[src/hw/rtl/clws_pkg.sv]
// Package for the character LCD write sequencer: types, constants and microcode ROM.
`default_nettype none

package clws_pkg;

	// Sizes
	localparam int MAX_DIGITS   = 10;
	localparam int LINE_COLUMNS = 16;
	localparam int CNT_W        = $clog2(MAX_DIGITS + 1);
	localparam int IDX_W        = $clog2(MAX_DIGITS);
	localparam int IN_DATA_W    = 48;
	localparam int PC_W         = 4;

	// Character and command constants
	localparam logic [7:0] CHR_ZERO   = 8'h30;
	localparam logic [7:0] CHR_MINUS  = 8'h2D;
	localparam logic [7:0] CMD_LINE1  = 8'h80;
	localparam logic [7:0] CMD_LINE2  = 8'hC0;
	localparam logic [7:0] LINE2_OFFS = 8'h40;

	// Reciprocal of ten: q = (x * RECIP10) >> 35 is exact for 32-bit x
	localparam logic [31:0] RECIP10  = 32'hCCCC_CCCD;
	localparam int          RECIP_SH = 35;

	// Operation codes on tuser of the input channel
	typedef enum logic [1:0] {
		OP_CMD    = 2'd0,
		OP_DATA   = 2'd1,
		OP_CURSOR = 2'd2,
		OP_NUMBER = 2'd3
	} opcode_t;

	// Row codes that move the cursor
	localparam logic [1:0] ROW_FIRST  = 2'd1;
	localparam logic [1:0] ROW_SECOND = 2'd2;

	// Micro-operations
	typedef enum logic [2:0] {
		U_WAIT = 3'd0,   // take the next input item
		U_NOP  = 3'd1,   // test and branch only
		U_SEND = 3'd2,   // hand one byte to the strobe emitter
		U_MUL  = 3'd3,   // quotient by ten
		U_DIV  = 3'd4    // store remainder digit, keep quotient
	} uop_t;

	// Branch conditions
	typedef enum logic [2:0] {
		C_NEVER    = 3'd0,
		C_ALWAYS   = 3'd1,
		C_IS_NUM   = 3'd2,
		C_NO_BYTE  = 3'd3,
		C_MAG_ZERO = 3'd4,
		C_NOT_NEG  = 3'd5,
		C_MORE     = 3'd6,   // quotient left and store not full
		C_CNT_MORE = 3'd7    // more than one digit left to send
	} cond_t;

	// Byte source for a send
	typedef enum logic [1:0] {
		S_BYTE  = 2'd0,
		S_MINUS = 2'd1,
		S_ZERO  = 2'd2,
		S_DIGIT = 2'd3
	} src_t;

	// Last flag for a send
	typedef enum logic [1:0] {
		L_NO    = 2'd0,
		L_YES   = 2'd1,
		L_DIGIT = 2'd2
	} last_sel_t;

	// Control word
	typedef struct packed {
		uop_t            uop;
		cond_t           cond;
		src_t            src;
		last_sel_t       lsel;
		logic [PC_W-1:0] target;
	} ctrl_t;

	// Byte handed to the strobe emitter
	typedef struct packed {
		logic       valid;
		logic       rs;
		logic       last;
		logic [7:0] data;
	} emit_req_t;

	// Microcode ROM
	function automatic ctrl_t ucode(input logic [PC_W-1:0] pc);
		ctrl_t w;
		w = '{uop: U_WAIT, cond: C_NEVER, src: S_BYTE, lsel: L_NO, target: '0};
		case (pc)
			4'd0:  w = '{U_WAIT, C_NEVER,    S_BYTE,  L_NO,    4'd0};
			4'd1:  w = '{U_NOP,  C_IS_NUM,   S_BYTE,  L_NO,    4'd4};
			4'd2:  w = '{U_NOP,  C_NO_BYTE,  S_BYTE,  L_NO,    4'd0};
			4'd3:  w = '{U_SEND, C_ALWAYS,   S_BYTE,  L_YES,   4'd0};
			4'd4:  w = '{U_NOP,  C_MAG_ZERO, S_BYTE,  L_NO,    4'd11};
			4'd5:  w = '{U_NOP,  C_NOT_NEG,  S_BYTE,  L_NO,    4'd7};
			4'd6:  w = '{U_SEND, C_NEVER,    S_MINUS, L_NO,    4'd0};
			4'd7:  w = '{U_MUL,  C_NEVER,    S_BYTE,  L_NO,    4'd0};
			4'd8:  w = '{U_DIV,  C_MORE,     S_BYTE,  L_NO,    4'd7};
			4'd9:  w = '{U_SEND, C_CNT_MORE, S_DIGIT, L_DIGIT, 4'd9};
			4'd10: w = '{U_NOP,  C_ALWAYS,   S_BYTE,  L_NO,    4'd0};
			4'd11: w = '{U_SEND, C_ALWAYS,   S_ZERO,  L_YES,   4'd0};
			default: w = '{U_NOP, C_ALWAYS,  S_BYTE,  L_NO,    4'd0};
		endcase
		return w;
	endfunction

endpackage

`default_nettype wire

[src/hw/rtl/clws_emit.sv]
// Strobe emitter: turns one byte into one or two bus transfers with an output register.
`default_nettype none

module clws_emit (
	input  wire logic               clk,
	input  wire logic               arst_n,
	input  wire logic               bus_mode,   // 1 four-bit bus
	input  wire clws_pkg::emit_req_t req,
	output logic                    req_ready,
	output logic                    m_tvalid,
	input  wire logic               m_tready,
	output logic [7:0]              m_tdata,    // [7:0] bus_value
	output logic                    m_tuser,    // [0] register_select
	output logic                    m_tlast
);

	logic       busy_q;
	logic       phase_q;
	logic       rs_q;
	logic       last_q;
	logic [7:0] byte_q;
	logic       xfer;
	logic       final_strobe;

	assign final_strobe = !bus_mode || phase_q;
	assign xfer         = m_tvalid && m_tready;
	assign req_ready    = !busy_q || (xfer && final_strobe);

	// Output view of the held byte
	assign m_tvalid = busy_q;
	assign m_tuser  = rs_q;
	assign m_tlast  = last_q && final_strobe;
	always_comb begin
		if (!bus_mode) begin
			m_tdata = byte_q;
		end else if (phase_q) begin
			m_tdata = {4'b0000, byte_q[3:0]};
		end else begin
			m_tdata = {4'b0000, byte_q[7:4]};
		end
	end

	// Control: busy flag and nibble phase
	always_ff @(posedge clk or negedge arst_n) begin
		if (!arst_n) begin
			busy_q  <= 1'b0;
			phase_q <= 1'b0;
		end else if (req.valid && req_ready) begin
			busy_q  <= 1'b1;
			phase_q <= 1'b0;
		end else if (xfer) begin
			if (final_strobe) begin
				busy_q  <= 1'b0;
				phase_q <= 1'b0;
			end else begin
				phase_q <= 1'b1;
			end
		end
	end

	// Payload
	always_ff @(posedge clk) begin
		if (req.valid && req_ready) begin
			byte_q <= req.data;
			rs_q   <= req.rs;
			last_q <= req.last;
		end
	end

endmodule

`default_nettype wire

[src/hw/rtl/char_lcd_write_sequencer.sv]
// Top level of the character LCD write sequencer: microcoded control and datapath.
//
// Usage: each transfer on the s_ channel is one operation (tuser = opcode): command
// byte, data byte, cursor move, or a signed 32-bit number printed in decimal. Each
// byte it produces leaves on the m_ channel as enable strobes: two nibble transfers
// (high first, in bits 3..0) on the four-bit bus, one on the eight-bit bus. tuser
// carries RS, tlast marks the final strobe of the operation. A cursor move out of
// range produces no transfer. cfg_ writes set the bus mode; write only while idle.
// Sequencing: a step counter walks a 12-word microcode ROM, one word per cycle
// while it is not stalled waiting for input or for the emitter. A byte or cursor
// move runs through its tests and, when in range, a single hand-over. A number
// runs through its tests (and the '-' hand-over when negative), a reciprocal
// multiply and a remainder step per digit, one hand-over per digit and a closing step.
// The emitter holds one byte, so control runs ahead by one byte and the next item
// is taken while the last strobes still wait.
// A stalled sink holds its transfer and stops control at the next send.
// Reset returns control to the wait step, empties the emitter and selects the
// four-bit bus.
`default_nettype none

module char_lcd_write_sequencer (
	input  wire logic                              clk,
	input  wire logic                              arst_n,
	input  wire logic                              s_tvalid,
	output logic                                   s_tready,
	input  wire logic [clws_pkg::IN_DATA_W-1:0]    s_tdata,  // [7:0] byte_value,
	                                                         // [39:8] number,
	                                                         // [41:40] row,
	                                                         // [46:42] column
	input  wire logic [1:0]                        s_tuser,  // [1:0] opcode
	output logic                                   m_tvalid,
	input  wire logic                              m_tready,
	output logic [7:0]                             m_tdata,  // [7:0] bus_value
	output logic                                   m_tuser,  // [0] register_select
	output logic                                   m_tlast,
	input  wire logic                              cfg_valid,
	output logic                                   cfg_ready,
	input  wire logic                              cfg_data  // bus_mode
);

	// Input fields
	logic [7:0]  in_byte;
	logic [31:0] in_number;
	logic [1:0]  in_row;
	logic [4:0]  in_column;
	assign in_byte   = s_tdata[7:0];
	assign in_number = s_tdata[39:8];
	assign in_row    = s_tdata[41:40];
	assign in_column = s_tdata[46:42];

	// Registers
	logic [clws_pkg::PC_W-1:0]  pc_q;
	logic                       bus_mode_q;
	logic                       is_num_q;
	logic                       byte_ok_q;
	logic                       rs_q;
	logic [7:0]                 byte_q;
	logic                       neg_q;
	logic [31:0]                mag_q;
	logic [31-clws_pkg::RECIP_SH+32:0] quot_q;
	logic [clws_pkg::CNT_W-1:0] cnt_q;
	logic [3:0]                 digit_q [clws_pkg::MAX_DIGITS];

	clws_pkg::ctrl_t     ctrl;
	clws_pkg::emit_req_t req;
	logic                emit_ready;
	logic                accept;
	logic                stall;
	logic                cond_hit;

	assign ctrl     = clws_pkg::ucode(pc_q);
	assign s_tready = (ctrl.uop == clws_pkg::U_WAIT);
	assign accept   = s_tvalid && s_tready;
	assign stall    = (ctrl.uop == clws_pkg::U_WAIT && !s_tvalid) ||
	                  (ctrl.uop == clws_pkg::U_SEND && !emit_ready);

	// Configuration register
	assign cfg_ready = 1'b1;
	always_ff @(posedge clk or negedge arst_n) begin
		if (!arst_n) begin
			bus_mode_q <= 1'b1;
		end else if (cfg_valid && cfg_ready) begin
			bus_mode_q <= cfg_data;
		end
	end

	// Decode of the accepted item
	logic [7:0]  col_byte;
	logic        col_ok;
	logic [7:0]  dec_byte;
	logic        dec_ok;
	logic [31:0] dec_mag;
	assign col_byte = {3'b000, in_column};
	assign col_ok   = {1'b0, col_byte} < 9'(clws_pkg::LINE_COLUMNS);
	assign dec_mag  = in_number[31] ? (32'd0 - in_number) : in_number;
	always_comb begin
		dec_byte = in_byte;
		dec_ok   = 1'b1;
		case (clws_pkg::opcode_t'(s_tuser))
			clws_pkg::OP_CMD, clws_pkg::OP_DATA: begin
				dec_byte = in_byte;
				dec_ok   = 1'b1;
			end
			clws_pkg::OP_CURSOR: begin
				if (in_row == clws_pkg::ROW_FIRST) begin
					dec_byte = col_byte | clws_pkg::CMD_LINE1;
					dec_ok   = col_ok;
				end else if (in_row == clws_pkg::ROW_SECOND) begin
					dec_byte = (col_byte + clws_pkg::LINE2_OFFS) | clws_pkg::CMD_LINE2;
					dec_ok   = col_ok;
				end else begin
					dec_ok   = 1'b0;
				end
			end
			default: begin
				dec_ok = 1'b0;
			end
		endcase
	end

	// Division by ten through the reciprocal
	logic [63:0] prod;
	logic [31:0] quot_x10;
	logic [31:0] rem_full;
	assign prod     = 64'(mag_q) * 64'(clws_pkg::RECIP10);
	assign quot_x10 = 32'({quot_q, 3'b000}) + 32'({quot_q, 1'b0});
	assign rem_full = mag_q - quot_x10;

	// Digit read address
	logic [clws_pkg::CNT_W-1:0] rd_cnt;
	logic [3:0]                 rd_digit;
	assign rd_cnt   = cnt_q - 1'b1;
	assign rd_digit = digit_q[rd_cnt[clws_pkg::IDX_W-1:0]];

	// Branch conditions
	always_comb begin
		case (ctrl.cond)
			clws_pkg::C_NEVER:    cond_hit = 1'b0;
			clws_pkg::C_ALWAYS:   cond_hit = 1'b1;
			clws_pkg::C_IS_NUM:   cond_hit = is_num_q;
			clws_pkg::C_NO_BYTE:  cond_hit = !byte_ok_q;
			clws_pkg::C_MAG_ZERO: cond_hit = (mag_q == 32'd0);
			clws_pkg::C_NOT_NEG:  cond_hit = !neg_q;
			clws_pkg::C_MORE:     cond_hit = (quot_q != '0) &&
			                          ((cnt_q + 1'b1) <
			                           clws_pkg::CNT_W'(clws_pkg::MAX_DIGITS));
			clws_pkg::C_CNT_MORE: cond_hit = (cnt_q != clws_pkg::CNT_W'(1));
			default:              cond_hit = 1'b0;
		endcase
	end

	// Step counter
	always_ff @(posedge clk or negedge arst_n) begin
		if (!arst_n) begin
			pc_q <= '0;
		end else if (!stall) begin
			pc_q <= cond_hit ? ctrl.target : (pc_q + 1'b1);
		end
	end

	// Digit count
	always_ff @(posedge clk or negedge arst_n) begin
		if (!arst_n) begin
			cnt_q <= '0;
		end else if (accept) begin
			cnt_q <= '0;
		end else if (ctrl.uop == clws_pkg::U_DIV) begin
			cnt_q <= cnt_q + 1'b1;
		end else if (ctrl.uop == clws_pkg::U_SEND && ctrl.src == clws_pkg::S_DIGIT &&
		             emit_ready) begin
			cnt_q <= rd_cnt;
		end
	end

	// Datapath payload
	always_ff @(posedge clk) begin
		if (accept) begin
			is_num_q  <= (s_tuser == clws_pkg::OP_NUMBER);
			byte_ok_q <= dec_ok;
			rs_q      <= (s_tuser == clws_pkg::OP_DATA);
			byte_q    <= dec_byte;
			neg_q     <= in_number[31];
			mag_q     <= dec_mag;
		end else if (ctrl.uop == clws_pkg::U_DIV) begin
			mag_q <= 32'(quot_q);
		end
		if (ctrl.uop == clws_pkg::U_MUL) begin
			quot_q <= prod[63:clws_pkg::RECIP_SH];
		end
	end

	// Digit store
	always_ff @(posedge clk) begin
		if (ctrl.uop == clws_pkg::U_DIV) begin
			digit_q[cnt_q[clws_pkg::IDX_W-1:0]] <= rem_full[3:0];
		end
	end

	// Byte request to the emitter
	always_comb begin
		req.valid = (ctrl.uop == clws_pkg::U_SEND);
		req.rs    = 1'b1;
		req.data  = byte_q;
		case (ctrl.src)
			clws_pkg::S_BYTE: begin
				req.data = byte_q;
				req.rs   = rs_q;
			end
			clws_pkg::S_MINUS: req.data = clws_pkg::CHR_MINUS;
			clws_pkg::S_ZERO:  req.data = clws_pkg::CHR_ZERO;
			clws_pkg::S_DIGIT: req.data = clws_pkg::CHR_ZERO | {4'b0000, rd_digit};
			default:           req.data = byte_q;
		endcase
		case (ctrl.lsel)
			clws_pkg::L_NO:    req.last = 1'b0;
			clws_pkg::L_YES:   req.last = 1'b1;
			clws_pkg::L_DIGIT: req.last = (cnt_q == clws_pkg::CNT_W'(1));
			default:           req.last = 1'b0;
		endcase
	end

	clws_emit u_emit (
		.clk       (clk),
		.arst_n    (arst_n),
		.bus_mode  (bus_mode_q),
		.req       (req),
		.req_ready (emit_ready),
		.m_tvalid  (m_tvalid),
		.m_tready  (m_tready),
		.m_tdata   (m_tdata),
		.m_tuser   (m_tuser),
		.m_tlast   (m_tlast)
	);

endmodule

`default_nettype wire

[config.mk]
export PLATFORM = sky130hd
export DESIGN_NAME = char_lcd_write_sequencer
export DESIGN_NICKNAME = d
export VERILOG_FILES = /design/src/hw/rtl/clws_pkg.sv /design/src/hw/rtl/clws_emit.sv /design/src/hw/rtl/char_lcd_write_sequencer.sv
export SDC_FILE = /design/constraint.sdc
export NUM_CORES = 1
export LEC_CHECK = 0
export ABC_AREA = 1
export BUFFER_PORTS_ARGS = -buffer_cell sky130_fd_sc_hd__buf_2
export CORE_MARGIN = 1.5
export CORE_UTILIZATION = 50
export DETAILED_ROUTE_END_ITERATION = 7
export PLACE_DENSITY = 0.69
export SLEW_MARGIN = 20
export SYNTH_ARGS = -nofsm -noshare
export SYNTH_HDL_FRONTEND = slang
export SYNTH_HIERARCHICAL = 1
export SYNTH_SLANG_ARGS = --single-unit
[constraint.sdc]
create_clock -name clk -period 6.1 [get_ports clk]
set_input_delay 1.22 -clock clk [delete_from_list [all_inputs] [get_ports clk]]
set_output_delay 1.22 -clock clk [all_outputs]
set_load 0.05 [all_outputs]
==> summary.md <==
| Metric | Value |
|---|---|
| Status | `finished, violations left` |
| Failing checks | `negative setup slack` |
| Layout area overhead | `29.0%` |
| Htree depth | `4` |
| Placed cell area | `29600 um^2` |
| GRT overflow | `0` |
| Sequential fraction of the synthesis area | `15.3%` |
| Rows | `83` |
| Final min period | `6440 ps` |
| Critical Path End | `quot_q[2]` |
| CP max stage delay | `620 ps` |
| Post-synthesis cell count | `3091` |
| RR Startpoint | `mag_q[13]` |
| Yosys warnings | `6` |
| Core area | `51300 um^2` |
| Routability cong. | `1.02` |
| Post-synth ARST share | `8.21%` |
| Setup TNS Final | `-5820 ps` |
| Crit Path Class | `register to register` |
| Final Hold Viols | `0` |
| Netlist cell types | `50` |
| WP depth | `23` |
| Count of input and output buffers | `66` |
| Commonest cells after routing, fill and taps aside | `794 x inv_1, 448 x nand2_1, 366 x buf_4` |
| Max_slew headroom | `36.0%` |
| Total wire length | `85.8 mm` |
| Commonest non-fill, non-tap cell in the layout | `inv_1` |
| Top delay family on crit path | `adder cells` |
| Required @ worst endpoint | `6290 ps` |
| Crit. End Element | `register` |
| Max cap viols | `0` |
| Crit-path most repeated cell | `fa_1` |
| Vias in the first global route | `22728` |
| Final Skew | `11.3 ps` |
| Flop-to-flop setup slack | `-340 ps` |
| Largest net degree at the start of global routing | `49` |
| Post-Syn Area | `25900 um^2` |
| Vias per cell | `5.22` |
| GRT Max-Usage Layer | `met2` |
| First-pass GRT wire length | `128 mm` |
| Die Area | `53200 um^2` |
| Wirelength per Cell | `20.2 um` |
| Initial drt markers | `1872` |
| Crit Reg-Reg Endpoint | `quot_q[2]` |
| Number of remaining DRC errors | `0` |
| Reg2Reg Depth | `23` |
| Least-Margin Pin Slew | `960 ps` |
| Average size of a mapped cell | `8.39 um^2` |
| CTS tree | `built` |
| Pins Over Slew Limit | `0` |
| Syn Nets | `3913` |
| Setup crit start | `mag_q[13]` |
| Worst-path fanout max | `5` |
| Worst path slowest cell | `fa_2` |
| Clk Tree Root Cell | `clkbuf_16` |
| Die Y | `231 um` |
| Main flop type after synthesis | `edfxtp_1` |
| Crit path DAT | `6630 ps` |
| Cts hold-fix bufs | `0` |
| Non-Filler Instances | `4253` |
| Final Net Count | `4382` |
| CTS buffer count | `17` |
| Total track usage | `32.2%` |
| Worst path cell trace | `buf_6 -> ha_4 -> inv_2 -> fa_1 -> inv_2 -> fa_1 -> inv_2 -> fa_1 -> inv_2 -> fa_1 -> fa_1 -> fa_1 -> fa_2 -> ha_4 -> buf_6 -> a21oi_4 -> o21a_1 -> nand2_1 -> nand3b_1 -> nand2_1 -> nand2_1 -> nand2_1 -> nand2_1` |
| Post-detail-place hpwl | `70.2 mm` |
| Sink Count | `134` |
| Met2 Use GR | `52.4%` |
| Initial antenna violation count | `0` |
| Final cycle utilization of the critical path | `106%` |
| DR vias | `22204` |
| Placed cell count | `4159` |
| Clock transition at the registers of the reported paths | `60 ps` |
| Diodes inserted | `0` |
| Number of synthesized register bits | `134` |
| Starting Density | `50.5%` |
| Final setup vio count | `29` |
| Fillers | `4032` |
| RSZ-0062 raised after global routing | `yes` |
| Number of synthesized flops with an enable pin | `123` |
| Grt met1 use | `41.9%` |
| WP buf/inv | `6` |
| Design Area, Final | `33500 um^2` |
| Met3 Track Usage GR | `4.77%` |
| Hold slack | `502 ps` |
| Min-delay worst type | `register to register` |
| Deepest clock path buffer count | `2` |
| # IOs | `69` |
| Chip Width | `231 um` |
| Pre-Repair DR Iteration Count | `6` |
| Share of layout cells above drive strength 1 | `28.7%` |
| Fmax | `155 MHz` |
| PnR worst setup slack | `-338 ps` |
| Detail Route Antenna Nets | `0` |
| Critical path startpoint category | `register` |
| Worst-Skew Late Latency | `450 ps` |
==> worst reg2reg max path, delay by kind of cell (launching register included) <==
kind | cells | cell delay (ps)
compound gates | 2 | 360
buf+inv | 6 | 480
fa+ha+maj | 9 | 4200
flops | 1 | 400
simple gates | 6 | 760
==> what timing repair did <==
item	CTS	global route
setup endpoints to repair	29	29
pin swaps	129	140
gates resized for setup	375	317
buffers inserted	42	21
==> cells by family (layout without fill, tap and decap cells) <==
family	after synthesis	in the layout	synth area share [%]
mux	1	1	0.0434
other cells	1	1	0.0145
flops	134	134	15.3
simple gates	968	968	15.4
buf+inv	894	1376	13.1
xor+xnor	75	75	2.53
compound gates	252	252	5.40
fa+ha+maj	766	766	48.1
==> routing by layer <==
metal  up-vias  part of all wire, %
met5         -                    0
met4         0                  6.6
met3       245                  6.4
met2       861                   46
met1     10750                   41
li1      10348                    -
==> area by class of cell <==
type                       count  area, um^2  share of cell area (%)
clock buffer                  19         433                    1.29
clock inverter                13         146                   0.438
inverter                     870        3300                    9.85
multi-input combinational   2063       21200                    63.3
sequential                   134        3970                    11.9
tap                          680         851                    2.54
timing repair buffer         474        3570                    10.7
==> flip-flops by register name, indices dropped and copies added (netlist names) <==
signal and count:
u_emit/m_tuser 1, pc_q 4, digit_q 40, bus_mode_q 1, rs_q 1, u_emit/byte_q 8
u_emit/phase_q 1, is_num_q 1, byte_q 8, u_emit/m_tvalid 1, u_emit/last_q 1, mag_q 32
quot_q 29, byte_ok_q 1, cnt_q 4, neg_q 1
==> synthesized netlist by cell type, drive strengths merged, types with 10 or more instances <==
cell type	instances	area (um^2)
nor2	206	778
xor2	56	490
inv	869	3260
clkbuf	13	48.8
nand4	21	131
xnor2	19	166
a21oi	105	529
o21ai	97	489
buf	11	85.1
nand3	114	581
nand2	569	2160
nor3	31	160
dfrtp	10	250
ha	380	4750
edfxtp	123	3690
fa	386	7730
o21bai	17	128
==> stage by stage <==
stage	utilization, %	worst slack (ps)
2_1_floorplan	-	132
3_3_place_gp	57.7	-492
3_5_place_dp	57.7	-582
4_1_cts	62.5	-282
5_1_grt	65.2	-449
6_report	65.2	-338
==> how the worst min path moves through the flow <==
stage / from / end / depth (start not counted) / slack, ps
floorplan: u_emit/phase_q / u_emit/phase_q / 2 / 470
global placement: u_emit/phase_q / u_emit/phase_q / 2 / 480
detailed placement: rs_q / u_emit/m_tuser / 1 / 490
CTS: rs_q / u_emit/m_tuser / 1 / 510
global route: rs_q / u_emit/m_tuser / 1 / 530
finish: rs_q / u_emit/m_tuser / 1 / 500
Power is left out: the tool's default activity adds up to more than one toggle a clock period on the data nets, which glitch-free logic cannot reach.
